File: config.mk
export PLATFORM = sky130hd
export DESIGN_NAME = rational_arith_reduce
export DESIGN_NICKNAME = d
export VERILOG_FILES = /design/src/sv/rar_pkg.sv /design/src/sv/rar_mul.sv /design/src/sv/rar_alu.sv /design/src/sv/rational_arith_reduce.sv
export SDC_FILE = /design/constraint.sdc
export NUM_CORES = 2
export LEC_CHECK = 0
export ABC_AREA = 1
export ABC_CLOCK_PERIOD_IN_PS = 9360
export BUFFER_PORTS_ARGS = -buffer_cell sky130_fd_sc_hd__buf_2
export CORE_MARGIN = 3
export CORE_UTILIZATION = 41
export CTS_BUF_LIST = sky130_fd_sc_hd__clkbuf_2
export DETAILED_ROUTE_END_ITERATION = 8
export GPL_ROUTABILITY_DRIVEN = 0
export PLACE_DENSITY = 0.56
export SYNTH_ARGS = -nofsm -noshare
export SYNTH_HDL_FRONTEND = slang
export SYNTH_SLANG_ARGS = --single-unit
File: constraint.sdc
create_clock -name clk_i -period 9.36 [get_ports clk_i]
set_input_delay 0 -clock clk_i [delete_from_list [all_inputs] [get_ports clk_i]]
set_output_delay 0 -clock clk_i [all_outputs]
set_load 0.05 [all_outputs]
File: src/sv/rar_pkg.sv
// ----------------------------------------------------------------------------
// rar_pkg
// Shared constants and types for the rational arithmetic reduction block.
// ----------------------------------------------------------------------------
package rar_pkg;

  localparam int unsigned WIDTH_DEF = 32;

  // operation codes on the action field
  localparam logic [1:0] ACT_ADD = 2'd0;
  localparam logic [1:0] ACT_SUB = 2'd1;
  localparam logic [1:0] ACT_MUL = 2'd2;
  localparam logic [1:0] ACT_DIV = 2'd3;

  // result status codes
  localparam logic [1:0] STAT_OK   = 2'd0;
  localparam logic [1:0] STAT_ZDEN = 2'd1;
  localparam logic [1:0] STAT_OVFL = 2'd2;

  typedef enum logic {
    ALU_ADD,
    ALU_SUB
  } alu_op_e;

endpackage

File: src/sv/rar_mul.sv
// ----------------------------------------------------------------------------
// rar_mul
// Unsigned magnitude multiplier; the product is registered by the caller.
// ----------------------------------------------------------------------------
module rar_mul #(
  parameter int unsigned WIDTH = rar_pkg::WIDTH_DEF
) (
  input  logic [WIDTH-1:0]   a_i,
  input  logic [WIDTH-1:0]   b_i,
  output logic [2*WIDTH-1:0] p_o
);

  assign p_o = (2*WIDTH)'(a_i) * (2*WIDTH)'(b_i);

endmodule

File: src/sv/rar_alu.sv
// ----------------------------------------------------------------------------
// rar_alu
// Shared add / subtract unit; on subtract the carry out means x >= y.
// ----------------------------------------------------------------------------
module rar_alu #(
  parameter int unsigned N = 2 * rar_pkg::WIDTH_DEF + 1
) (
  input  rar_pkg::alu_op_e op_i,
  input  logic [N-1:0]     x_i,
  input  logic [N-1:0]     y_i,
  output logic [N-1:0]     res_o,
  output logic             cout_o
);

  logic         sub;
  logic [N-1:0] y_op;
  logic [N:0]   sum;

  assign sub    = (op_i == rar_pkg::ALU_SUB);
  assign y_op   = sub ? ~y_i : y_i;
  assign sum    = {1'b0, x_i} + {1'b0, y_op} + {{N{1'b0}}, sub};
  assign res_o  = sum[N-1:0];
  assign cout_o = sum[N];

endmodule

File: src/sv/rational_arith_reduce.sv
// ----------------------------------------------------------------------------
// rational_arith_reduce
// Adds, subtracts (a minus b), multiplies or divides two fractions and returns
// the result reduced to lowest terms, sign on the numerator, denominator
// positive and 1 for a zero result. A zero denominator (also division by
// zero) gives status 1, a reduced result that does not fit gives status 2,
// both with zero fields. One item is worked on at a time: the raw terms come
// as two or three products from one shared WIDTH x WIDTH multiplier, then a
// shared 2*WIDTH+1 bit add/subtract unit runs a binary GCD (one shift or
// subtract per cycle) and two restoring divisions of the terms by the GCD.
// An item with a zero denominator skips the arithmetic. A new item is taken
// as soon as the previous one has moved into the output register.
// ----------------------------------------------------------------------------
module rational_arith_reduce #(
  parameter int unsigned WIDTH = rar_pkg::WIDTH_DEF
) (
  input  logic                    clk_i,
  input  logic                    rst_ni,
  input  logic                    in_valid_i,
  output logic                    in_ready_o,
  input  logic [1:0]              action_i,
  input  logic signed [WIDTH-1:0] a_num_i,
  input  logic signed [WIDTH-1:0] a_den_i,
  input  logic signed [WIDTH-1:0] b_num_i,
  input  logic signed [WIDTH-1:0] b_den_i,
  output logic                    out_valid_o,
  input  logic                    out_ready_i,
  output logic signed [WIDTH-1:0] res_num_o,
  output logic [WIDTH-2:0]        res_den_o,
  output logic [1:0]              status_o
);

  localparam int unsigned WD = 2 * WIDTH;
  localparam int unsigned CW = $clog2(WD);
  localparam logic [WD-1:0] LIM = WD'(1) << (WIDTH - 1);

  typedef enum logic [3:0] {
    S_IDLE,
    S_MUL0,
    S_MUL1,
    S_MUL2,
    S_SUM,
    S_SUM2,
    S_GINIT,
    S_GCD,
    S_DIVN,
    S_DIVD,
    S_FIN
  } state_e;

  state_e state_q, state_d;

  logic [1:0]       act_q, act_d;
  logic [WIDTH-1:0] anm_q, anm_d, adm_q, adm_d, bnm_q, bnm_d, bdm_q, bdm_d;
  logic             nn_q, nn_d, dn_q, dn_d, s2_q, s2_d, zden_q, zden_d;
  logic [WD-1:0]    nm_q, nm_d, dm_q, dm_d, t2_q, t2_d;
  logic [WD-1:0]    ga_q, ga_d, gb_q, gb_d, rem_q, rem_d;
  logic [CW-1:0]    cnt_q, cnt_d;

  logic                    out_valid_q, out_valid_d;
  logic signed [WIDTH-1:0] res_num_q, res_num_d;
  logic [WIDTH-2:0]        res_den_q, res_den_d;
  logic [1:0]              status_q, status_d;

  // input magnitudes and signs
  logic [WIDTH-1:0] anm_in, adm_in, bnm_in, bdm_in;
  logic             ann_in, adn_in, bnn_in, bdn_in;

  always_comb begin
    ann_in = a_num_i[WIDTH-1];
    adn_in = a_den_i[WIDTH-1];
    bnn_in = b_num_i[WIDTH-1];
    bdn_in = b_den_i[WIDTH-1];
    anm_in = ann_in ? (~$unsigned(a_num_i) + WIDTH'(1)) : $unsigned(a_num_i);
    adm_in = adn_in ? (~$unsigned(a_den_i) + WIDTH'(1)) : $unsigned(a_den_i);
    bnm_in = bnn_in ? (~$unsigned(b_num_i) + WIDTH'(1)) : $unsigned(b_num_i);
    bdm_in = bdn_in ? (~$unsigned(b_den_i) + WIDTH'(1)) : $unsigned(b_den_i);
  end

  // shared multiplier, operands picked by step and operation
  logic [WIDTH-1:0] mul_a, mul_b;
  logic [WD-1:0]    prod;
  logic             addsub;

  assign addsub = (act_q == rar_pkg::ACT_ADD) || (act_q == rar_pkg::ACT_SUB);

  always_comb begin
    mul_a = adm_q;
    mul_b = bdm_q;
    unique case (state_q)
      S_MUL0: begin
        mul_a = anm_q;
        mul_b = (act_q == rar_pkg::ACT_MUL) ? bnm_q : bdm_q;
      end
      S_MUL1: begin
        if (addsub) begin
          mul_a = bnm_q;
          mul_b = adm_q;
        end else begin
          mul_a = adm_q;
          mul_b = (act_q == rar_pkg::ACT_MUL) ? bdm_q : bnm_q;
        end
      end
      default: begin
        mul_a = adm_q;
        mul_b = bdm_q;
      end
    endcase
  end

  rar_mul #(
    .WIDTH (WIDTH)
  ) u_mul (
    .a_i (mul_a),
    .b_i (mul_b),
    .p_o (prod)
  );

  // shared add / subtract unit
  rar_pkg::alu_op_e alu_op;
  logic [WD:0]      alu_x, alu_y, alu_res;
  logic             alu_ge;
  logic [WD-1:0]    dvd;

  assign dvd = (state_q == S_DIVN) ? nm_q : dm_q;

  always_comb begin
    alu_op = rar_pkg::ALU_SUB;
    alu_x  = '0;
    alu_y  = '0;
    unique case (state_q)
      S_SUM: begin
        alu_op = (nn_q == s2_q) ? rar_pkg::ALU_ADD : rar_pkg::ALU_SUB;
        alu_x  = {1'b0, nm_q};
        alu_y  = {1'b0, t2_q};
      end
      S_SUM2: begin
        alu_x = {1'b0, t2_q};
        alu_y = {1'b0, nm_q};
      end
      S_GCD: begin
        alu_x = {1'b0, ga_q};
        alu_y = {1'b0, gb_q};
      end
      S_DIVN, S_DIVD: begin
        alu_x = {rem_q, dvd[WD-1]};
        alu_y = {1'b0, gb_q};
      end
      default: begin
        alu_op = rar_pkg::ALU_SUB;
      end
    endcase
  end

  rar_alu #(
    .N (WD + 1)
  ) u_alu (
    .op_i   (alu_op),
    .x_i    (alu_x),
    .y_i    (alu_y),
    .res_o  (alu_res),
    .cout_o (alu_ge)
  );

  // final sign and range check
  logic             fin_neg, fit_num, fit_den;
  logic [WIDTH-1:0] fin_num;

  always_comb begin
    fin_neg = (nn_q ^ dn_q) && (nm_q != '0);
    fit_den = (dm_q[WD-1:WIDTH-1] == '0);
    fit_num = (nm_q[WD-1:WIDTH-1] == '0) || (fin_neg && (nm_q == LIM));
    fin_num = fin_neg ? (~nm_q[WIDTH-1:0] + WIDTH'(1)) : nm_q[WIDTH-1:0];
  end

  always_comb begin
    state_d     = state_q;
    act_d       = act_q;
    anm_d       = anm_q;
    adm_d       = adm_q;
    bnm_d       = bnm_q;
    bdm_d       = bdm_q;
    nn_d        = nn_q;
    dn_d        = dn_q;
    s2_d        = s2_q;
    zden_d      = zden_q;
    nm_d        = nm_q;
    dm_d        = dm_q;
    t2_d        = t2_q;
    ga_d        = ga_q;
    gb_d        = gb_q;
    rem_d       = rem_q;
    cnt_d       = cnt_q;
    res_num_d   = res_num_q;
    res_den_d   = res_den_q;
    status_d    = status_q;
    out_valid_d = out_valid_q && !out_ready_i;

    unique case (state_q)
      S_IDLE: begin
        if (in_valid_i) begin
          act_d  = action_i;
          anm_d  = anm_in;
          adm_d  = adm_in;
          bnm_d  = bnm_in;
          bdm_d  = bdm_in;
          nn_d   = (action_i == rar_pkg::ACT_MUL) ? (ann_in ^ bnn_in) : (ann_in ^ bdn_in);
          dn_d   = (action_i == rar_pkg::ACT_DIV) ? (adn_in ^ bnn_in) : (adn_in ^ bdn_in);
          s2_d   = bnn_in ^ adn_in ^ (action_i == rar_pkg::ACT_SUB);
          zden_d = (a_den_i == '0) || (b_den_i == '0) ||
                   ((action_i == rar_pkg::ACT_DIV) && (b_num_i == '0));
          state_d = zden_d ? S_FIN : S_MUL0;
        end
      end
      S_MUL0: begin
        nm_d    = prod;
        state_d = S_MUL1;
      end
      S_MUL1: begin
        if (addsub) begin
          t2_d    = prod;
          state_d = S_MUL2;
        end else begin
          dm_d    = prod;
          state_d = S_GINIT;
        end
      end
      S_MUL2: begin
        dm_d    = prod;
        state_d = S_SUM;
      end
      S_SUM: begin
        // unlike signs with a smaller first term take the reverse difference
        if ((nn_q == s2_q) || alu_ge) begin
          nm_d    = alu_res[WD-1:0];
          state_d = S_GINIT;
        end else begin
          state_d = S_SUM2;
        end
      end
      S_SUM2: begin
        nm_d    = alu_res[WD-1:0];
        nn_d    = s2_q;
        state_d = S_GINIT;
      end
      S_GINIT: begin
        ga_d    = nm_q;
        gb_d    = dm_q;
        state_d = S_GCD;
      end
      S_GCD: begin
        priority if (ga_q == '0) begin
          rem_d   = '0;
          cnt_d   = CW'(WD - 1);
          state_d = S_DIVN;
        end else if (!ga_q[0] && !gb_q[0]) begin
          // common factor of two comes out of the terms right away
          ga_d = ga_q >> 1;
          gb_d = gb_q >> 1;
          nm_d = nm_q >> 1;
          dm_d = dm_q >> 1;
        end else if (!ga_q[0]) begin
          ga_d = ga_q >> 1;
        end else if (!gb_q[0]) begin
          gb_d = gb_q >> 1;
        end else if (alu_ge) begin
          ga_d = alu_res[WD:1];
        end else begin
          ga_d = gb_q;
          gb_d = ga_q;
        end
      end
      S_DIVN, S_DIVD: begin
        rem_d = alu_ge ? alu_res[WD-1:0] : alu_x[WD-1:0];
        if (state_q == S_DIVN) begin
          nm_d = {nm_q[WD-2:0], alu_ge};
        end else begin
          dm_d = {dm_q[WD-2:0], alu_ge};
        end
        cnt_d = cnt_q - CW'(1);
        if (cnt_q == '0) begin
          rem_d   = '0;
          cnt_d   = CW'(WD - 1);
          state_d = (state_q == S_DIVN) ? S_DIVD : S_FIN;
        end
      end
      S_FIN: begin
        if (!out_valid_q || out_ready_i) begin
          out_valid_d = 1'b1;
          res_num_d   = '0;
          res_den_d   = '0;
          priority if (zden_q) begin
            status_d = rar_pkg::STAT_ZDEN;
          end else if (!(fit_num && fit_den)) begin
            status_d = rar_pkg::STAT_OVFL;
          end else begin
            status_d  = rar_pkg::STAT_OK;
            res_num_d = $signed(fin_num);
            res_den_d = dm_q[WIDTH-2:0];
          end
          state_d = S_IDLE;
        end
      end
      default: begin
        state_d = S_IDLE;
      end
    endcase
  end

  always_ff @(posedge clk_i or negedge rst_ni) begin
    if (!rst_ni) begin
      state_q     <= S_IDLE;
      out_valid_q <= 1'b0;
      res_num_q   <= '0;
      res_den_q   <= '0;
      status_q    <= '0;
    end else begin
      state_q     <= state_d;
      out_valid_q <= out_valid_d;
      res_num_q   <= res_num_d;
      res_den_q   <= res_den_d;
      status_q    <= status_d;
    end
  end

  always_ff @(posedge clk_i) begin
    act_q     <= act_d;
    anm_q     <= anm_d;
    adm_q     <= adm_d;
    bnm_q     <= bnm_d;
    bdm_q     <= bdm_d;
    nn_q      <= nn_d;
    dn_q      <= dn_d;
    s2_q      <= s2_d;
    zden_q    <= zden_d;
    nm_q      <= nm_d;
    dm_q      <= dm_d;
    t2_q      <= t2_d;
    ga_q      <= ga_d;
    gb_q      <= gb_d;
    rem_q     <= rem_d;
    cnt_q     <= cnt_d;
  end

  assign in_ready_o  = (state_q == S_IDLE);
  assign out_valid_o = out_valid_q;
  assign res_num_o   = res_num_q;
  assign res_den_o   = res_den_q;
  assign status_o    = status_q;

  a_busy_after_accept : assert property (@(posedge clk_i) disable iff (!rst_ni)
    (in_valid_i && in_ready_o) |=> !in_ready_o)
    else $error("sequencer took a second item while busy");

  a_ok_den_nonzero : assert property (@(posedge clk_i) disable iff (!rst_ni)
    (out_valid_o && status_o == rar_pkg::STAT_OK) |-> (res_den_o != '0))
    else $error("good result with zero denominator");

  a_err_fields_zero : assert property (@(posedge clk_i) disable iff (!rst_ni)
    (out_valid_o && status_o != rar_pkg::STAT_OK) |->
      (res_num_o == '0 && res_den_o == '0))
    else $error("error item with nonzero fields");

  a_zero_unit_den : assert property (@(posedge clk_i) disable iff (!rst_ni)
    (out_valid_o && status_o == rar_pkg::STAT_OK && res_num_o == '0) |->
      (res_den_o == (WIDTH-1)'(1)))
    else $error("zero result without unit denominator");

endmodule

==> insert_results.sql <==
INSERT INTO impl_metrics (metric_group, metric, value, unit) VALUES
('clock_network', 'cts_num_sinks', '594', ''),
('min_path', 'worstHoldPathCells', '8', ''),
('setup_path', 'reg2regPathDepth', '33', ''),
('synth', 'synth_seq_area_share', '24.7', '%'),
('route', 'remaining_drc_errors', '0', ''),
('route', 'route.detailed.wl_per_inst', '24.6', 'um'),
('setup_path', 'setup.worst_path.class', 'reg2reg', ''),
('setup_path', 'worst_ep_required_time', '10770', 'ps'),
('cells_and_area', 'register_area', '0.0175', 'mm2'),
('setup_path', 'timing.critical_path.from_type', 'register', ''),
('cells_and_area', 'finalNetCount', '10600', ''),
('global_routing', 'globalRouteTotalUtil', '31.6', '%'),
('synth', 'synth_area_leaders', 'sky130_fd_sc_hd__fa_1 (25%), sky130_fd_sc_hd__edfxtp_1 (22%), sky130_fd_sc_hd__nand2_1 (9.4%), sky130_fd_sc_hd__inv_1 (7.8%), sky130_fd_sc_hd__ha_1 (5.9%)', ''),
('clock_network', 'tritoncts_clock_tree', 'built', ''),
('global_routing', 'grt_max_degree', '106', ''),
('global_routing', 'global_route_wire_length_before_repair', '426000', 'um'),
('setup_path', 'timing.reg2reg.setup_slack', '150', 'ps'),
('cells_and_area', 'num-fill-cells', '16500', ''),
('sta', 'final.setup_skew', '192', 'ps'),
('placed_design', 'io_buffer_count', '200', ''),
('floorplanning', 'floorplan.die.height', '422', 'um'),
('synth', 'post_synth_instance_area', '0.0709', 'mm2'),
('floorplanning', 'core-area', '0.171', 'mm2'),
('sta', 'worst_hold_slack', '158', 'ps'),
('route', 'drt.antenna.violating_nets', '0', ''),
('route', 'drt-total-wl', '286000', 'um'),
('synth', 'yosys.area.top_type_share', '25.3', '%'),
('global_routing', 'remaining_global_route_overflow', '0', ''),
('cells_and_area', 'multi_input_area', '0.0464', 'mm2'),
('synth', 'synthDominantAreaCellType', 'sky130_fd_sc_hd__fa_1', ''),
('sta', 'tightest_slew', '1110', 'ps'),
('sta', 'setup_viol_count_final', '0', ''),
('setup_path', 'r2r_start', 'state_q[0]$_DFFE_PN0P_', ''),
('setup_path', 'worstPathMaxFanout', '13', ''),
('synth', 'synth_edf_count', '524', ''),
('synth', 'ys_warn_count', '0', ''),
('sta', 'min_tclk_post_route', '9210', 'ps'),
('route', 'initialDrtViolationCount', '7470', ''),
('setup_path', 'critical-path-slowest-cell', 'sky130_fd_sc_hd__xor2_1', ''),
('synth', 'synth-async-reset-ratio', '11.8', '%'),
('global_routing', 'grt_pass1_vias', '67200', ''),
('synth', 'post_synth_num_cell_types', '64', ''),
('global_routing', 'grt_antenna_before_repair', '9', ''),
('cells_and_area', 'drive_above_1_share', '9.79', '%'),
('status', 'outcome', 'finished, final reports clean', ''),
('setup_path', 'worst-endpoint-arrival', '10620', 'ps'),
('setup_path', 'crit_path_max_incr_delay', '710', 'ps'),
('min_path', 'holdPathEnd', 'state_q[0]$_DFFE_PN0P_', ''),
('cells_and_area', 'flow.area_growth_from_synthesis', '15.4', '%'),
('clock_network', 'cts.clk_slew.worst_paths', '110', 'ps'),
('sta', 'min_period_over_period', '98.3', '%'),
('clock_network', 'clock_tree.root_cell', 'sky130_fd_sc_hd__clkbuf_2', ''),
('sta', 'clock.fmax', '0.109', 'GHz'),
('synth', 'synthesis.nets', '9881', ''),
('floorplanning', 'pin_count', '201', ''),
('synth', 'ys.flop_type', 'sky130_fd_sc_hd__edfxtp_1', ''),
('clock_network', 'clock_latency', '1600', 'ps'),
('clock_network', 'cts.path.max_buffers', '3', ''),
('sta', 'rsz_0062_raised_after_global_routing', 'true', ''),
('sta', 'timing_hold_violations_final', '0', ''),
('route', 'drtPass1Iterations', '8', ''),
('synth', 'syn-mean-instance-area', '8.32', 'um2'),
('floorplanning', 'floorplan.die.width', '422', 'um'),
('placed_design', 'place.detailed.hpwl', '214000', 'um'),
('route', 'post_drt_via_cell_ratio', '5.68', ''),
('flow_run', 'drv.max_cap_violation_count', '0', ''),
('floorplanning', 'fp.dieArea', '0.178', 'mm2'),
('floorplanning', 'core.rowCount', '151', ''),
('route', 'routed-via-count', '66100', ''),
('clock_network', 'inserted_clock_buffers', '166', ''),
('synth', 'synthesis.instances', '8516', ''),
('sta', 'report.final.slew_viol_count', '0', ''),
('clock_network', 'h-tree-depth', '4', ''),
('min_path', 'timing.hold.worst.start', 'in_valid_i', ''),
('min_path', 'worstHoldPathType', 'in2reg', ''),
('sta', 'max_slew_margin', '25.8', '%'),
('setup_path', 'worst_setup_path_end_kind', 'register', ''),
('floorplanning', 'initial_util', '41.6', '%'),
('setup_path', 'critical_path.most_common_cell', 'sky130_fd_sc_hd__fa_1', ''),
('setup_path', 'r2r-end', 'nm_q[37]$_DFFE_PP_', ''),
('synth', 'synth-seq-cells', '594', '');
==> per-stage QoR <==
step | instances | setup slack, ps | TNS, ps | instance area (um2) | utilization [%]
2_1_floorplan | 8516 | 508 | 0 | 70900 | -
3_3_place_gp | 10900 | 28.4 | 0 | 75400 | 44.2
3_5_place_dp | 10900 | -54.6 | -103 | 75400 | 44.2
4_1_cts | 11600 | 24.0 | 0 | 81400 | 47.7
5_1_grt | 11600 | -102 | -835 | 81800 | 47.9
6_report | 11600 | 155 | 0 | 81800 | 47.9
==> layout by cell type (no fill, tap or decap), types with 14 or more instances in the layout <==
cell type	synthesis	routed
sky130_fd_sc_hd__edfxtp_1	524	524
sky130_fd_sc_hd__o21bai_1	27	27
sky130_fd_sc_hd__dfrtp_1	70	70
sky130_fd_sc_hd__fa_1	897	896
sky130_fd_sc_hd__buf_2	128	200
sky130_fd_sc_hd__a21o_1	30	30
sky130_fd_sc_hd__inv_1	1471	1457
sky130_fd_sc_hd__o221ai_1	128	127
sky130_fd_sc_hd__nand3b_1	19	19
sky130_fd_sc_hd__a22oi_1	33	33
sky130_fd_sc_hd__o21ai_0	343	337
sky130_fd_sc_hd__clkinvlp_4	0	14
sky130_fd_sc_hd__nand3_1	129	127
sky130_fd_sc_hd__nand2_2	12	15
sky130_fd_sc_hd__o211ai_1	54	54
sky130_fd_sc_hd__xor2_1	238	233
sky130_fd_sc_hd__o2111ai_1	99	99
sky130_fd_sc_hd__nor3_1	57	56
sky130_fd_sc_hd__a21oi_1	304	293
sky130_fd_sc_hd__clkbuf_2	0	246
sky130_fd_sc_hd__nand2_1	1774	1770
sky130_fd_sc_hd__o22ai_1	49	49
sky130_fd_sc_hd__xnor2_1	81	79
sky130_fd_sc_hd__ha_1	334	333
sky130_fd_sc_hd__clkinv_1	20	43
sky130_fd_sc_hd__nor2_1	1028	1021
sky130_fd_sc_hd__buf_4	7	228
sky130_fd_sc_hd__or2_2	27	27
sky130_fd_sc_hd__o21a_1	42	41
sky130_fd_sc_hd__a31oi_1	51	51
sky130_fd_sc_hd__buf_12	0	22
sky130_fd_sc_hd__inv_2	41	40
sky130_fd_sc_hd__nand4_1	73	73
sky130_fd_sc_hd__nor4_1	62	62
sky130_fd_sc_hd__dlygate4sd3_1	0	430
sky130_fd_sc_hd__o21ai_1	14	18
sky130_fd_sc_hd__a221oi_4	7	15
==> worst max path at each step <==
| stage | start | endpoint | depth (start not counted) |
|---|---|---|---|
| global route | state_q[0]$_DFFE_PN0P_ | dm_q[49]$_DFFE_PP_ | 35 |
| CTS | state_q[1]$_DFFE_PN0P_ | dm_q[55]$_DFFE_PP_ | 32 |
| finish | state_q[0]$_DFFE_PN0P_ | nm_q[37]$_DFFE_PP_ | 33 |
| detailed placement | state_q[1]$_DFFE_PN0P_ | nm_q[55]$_DFFE_PP_ | 33 |
| global placement | state_q[1]$_DFFE_PN0P_ | dm_q[55]$_DFFE_PP_ | 34 |
| floorplan | state_q[3]$_DFFE_PN0P_ | nm_q[46]$_DFFE_PP_ | 38 |
==> kinds of logic (layout without fill, tap and decap cells) <==
kind of cell	after synthesis	after routing	synth area share [%]
AO/OA/AOI/OAI	1241	1241	11.4
flip-flops	594	594	24.7
adder cells (fa/ha/maj)	1231	1231	31.2
XOR/XNOR	319	319	3.94
AND/OR/NAND/NOR	3224	3224	18.4
buffers and inverters	1907	2719	10.4
other	0	7	0
==> synth_stat cells, types with 129 or more instances <==
cell                          n
sky130_fd_sc_hd__edfxtp_1   524
sky130_fd_sc_hd__xor2_1     238
sky130_fd_sc_hd__o21ai_0    343
sky130_fd_sc_hd__ha_1       334
sky130_fd_sc_hd__clkbuf_1   211
sky130_fd_sc_hd__nor2_1    1028
sky130_fd_sc_hd__nand3_1    129
sky130_fd_sc_hd__nand2_1   1774
sky130_fd_sc_hd__fa_1       897
sky130_fd_sc_hd__inv_1     1471
sky130_fd_sc_hd__a21oi_1    304
==> registers in the layout, summed over array words and instances (netlist names), 32 cells and up <==
signal and flops:
bnm_q 32, gb_q 64, adm_q 32, nm_q 64
ga_q 64, bdm_q 32, t2_q 64, res_num_o 32
dm_q 64, anm_q 32, rem_q 64
==> worst max-delay path: cells and delay by family (launching register included) <==
family | cells | cell delay [ps]
AND/OR/NAND/NOR | 8 | 1310
flip-flops | 1 | 460
adder cells (fa/ha/maj) | 9 | 4490
XOR/XNOR | 1 | 710
buffers and inverters | 11 | 1470
AO/OA/AOI/OAI | 4 | 670
==> area by class of cell <==
class / count / share of cell area [%]
multi-input combinational: 6015 / 56.7
timing repair buffer: 888 / 9.27
tap: 2295 / 3.51
clock inverter: 53 / 0.456
sequential: 594 / 21.4
inverter: 1532 / 7.13
antenna: 7 / 0.0214
clock buffer: 246 / 1.51
==> layer usage <==
layer  GRT usage [%]  vias up  wire (um)
li1                -    28700          -
met3            7.20      819      29700
met5               0        -         87
met4            14.6        8      15600
met2            50.2     4057     128000
met1            41.1    32500     113000
==> what timing repair did <==
action                                  in CTS  in global routing
hold buffers                               431                  0
gates resized for setup                      0                 66
endpoints found under the setup margin       0                107
hold endpoints to repair                   407                  0
setup buffers                                0                 14
Power is left out: the tool's default activity adds up to more than one toggle a clock period on the data nets, which glitch-free logic cannot reach.
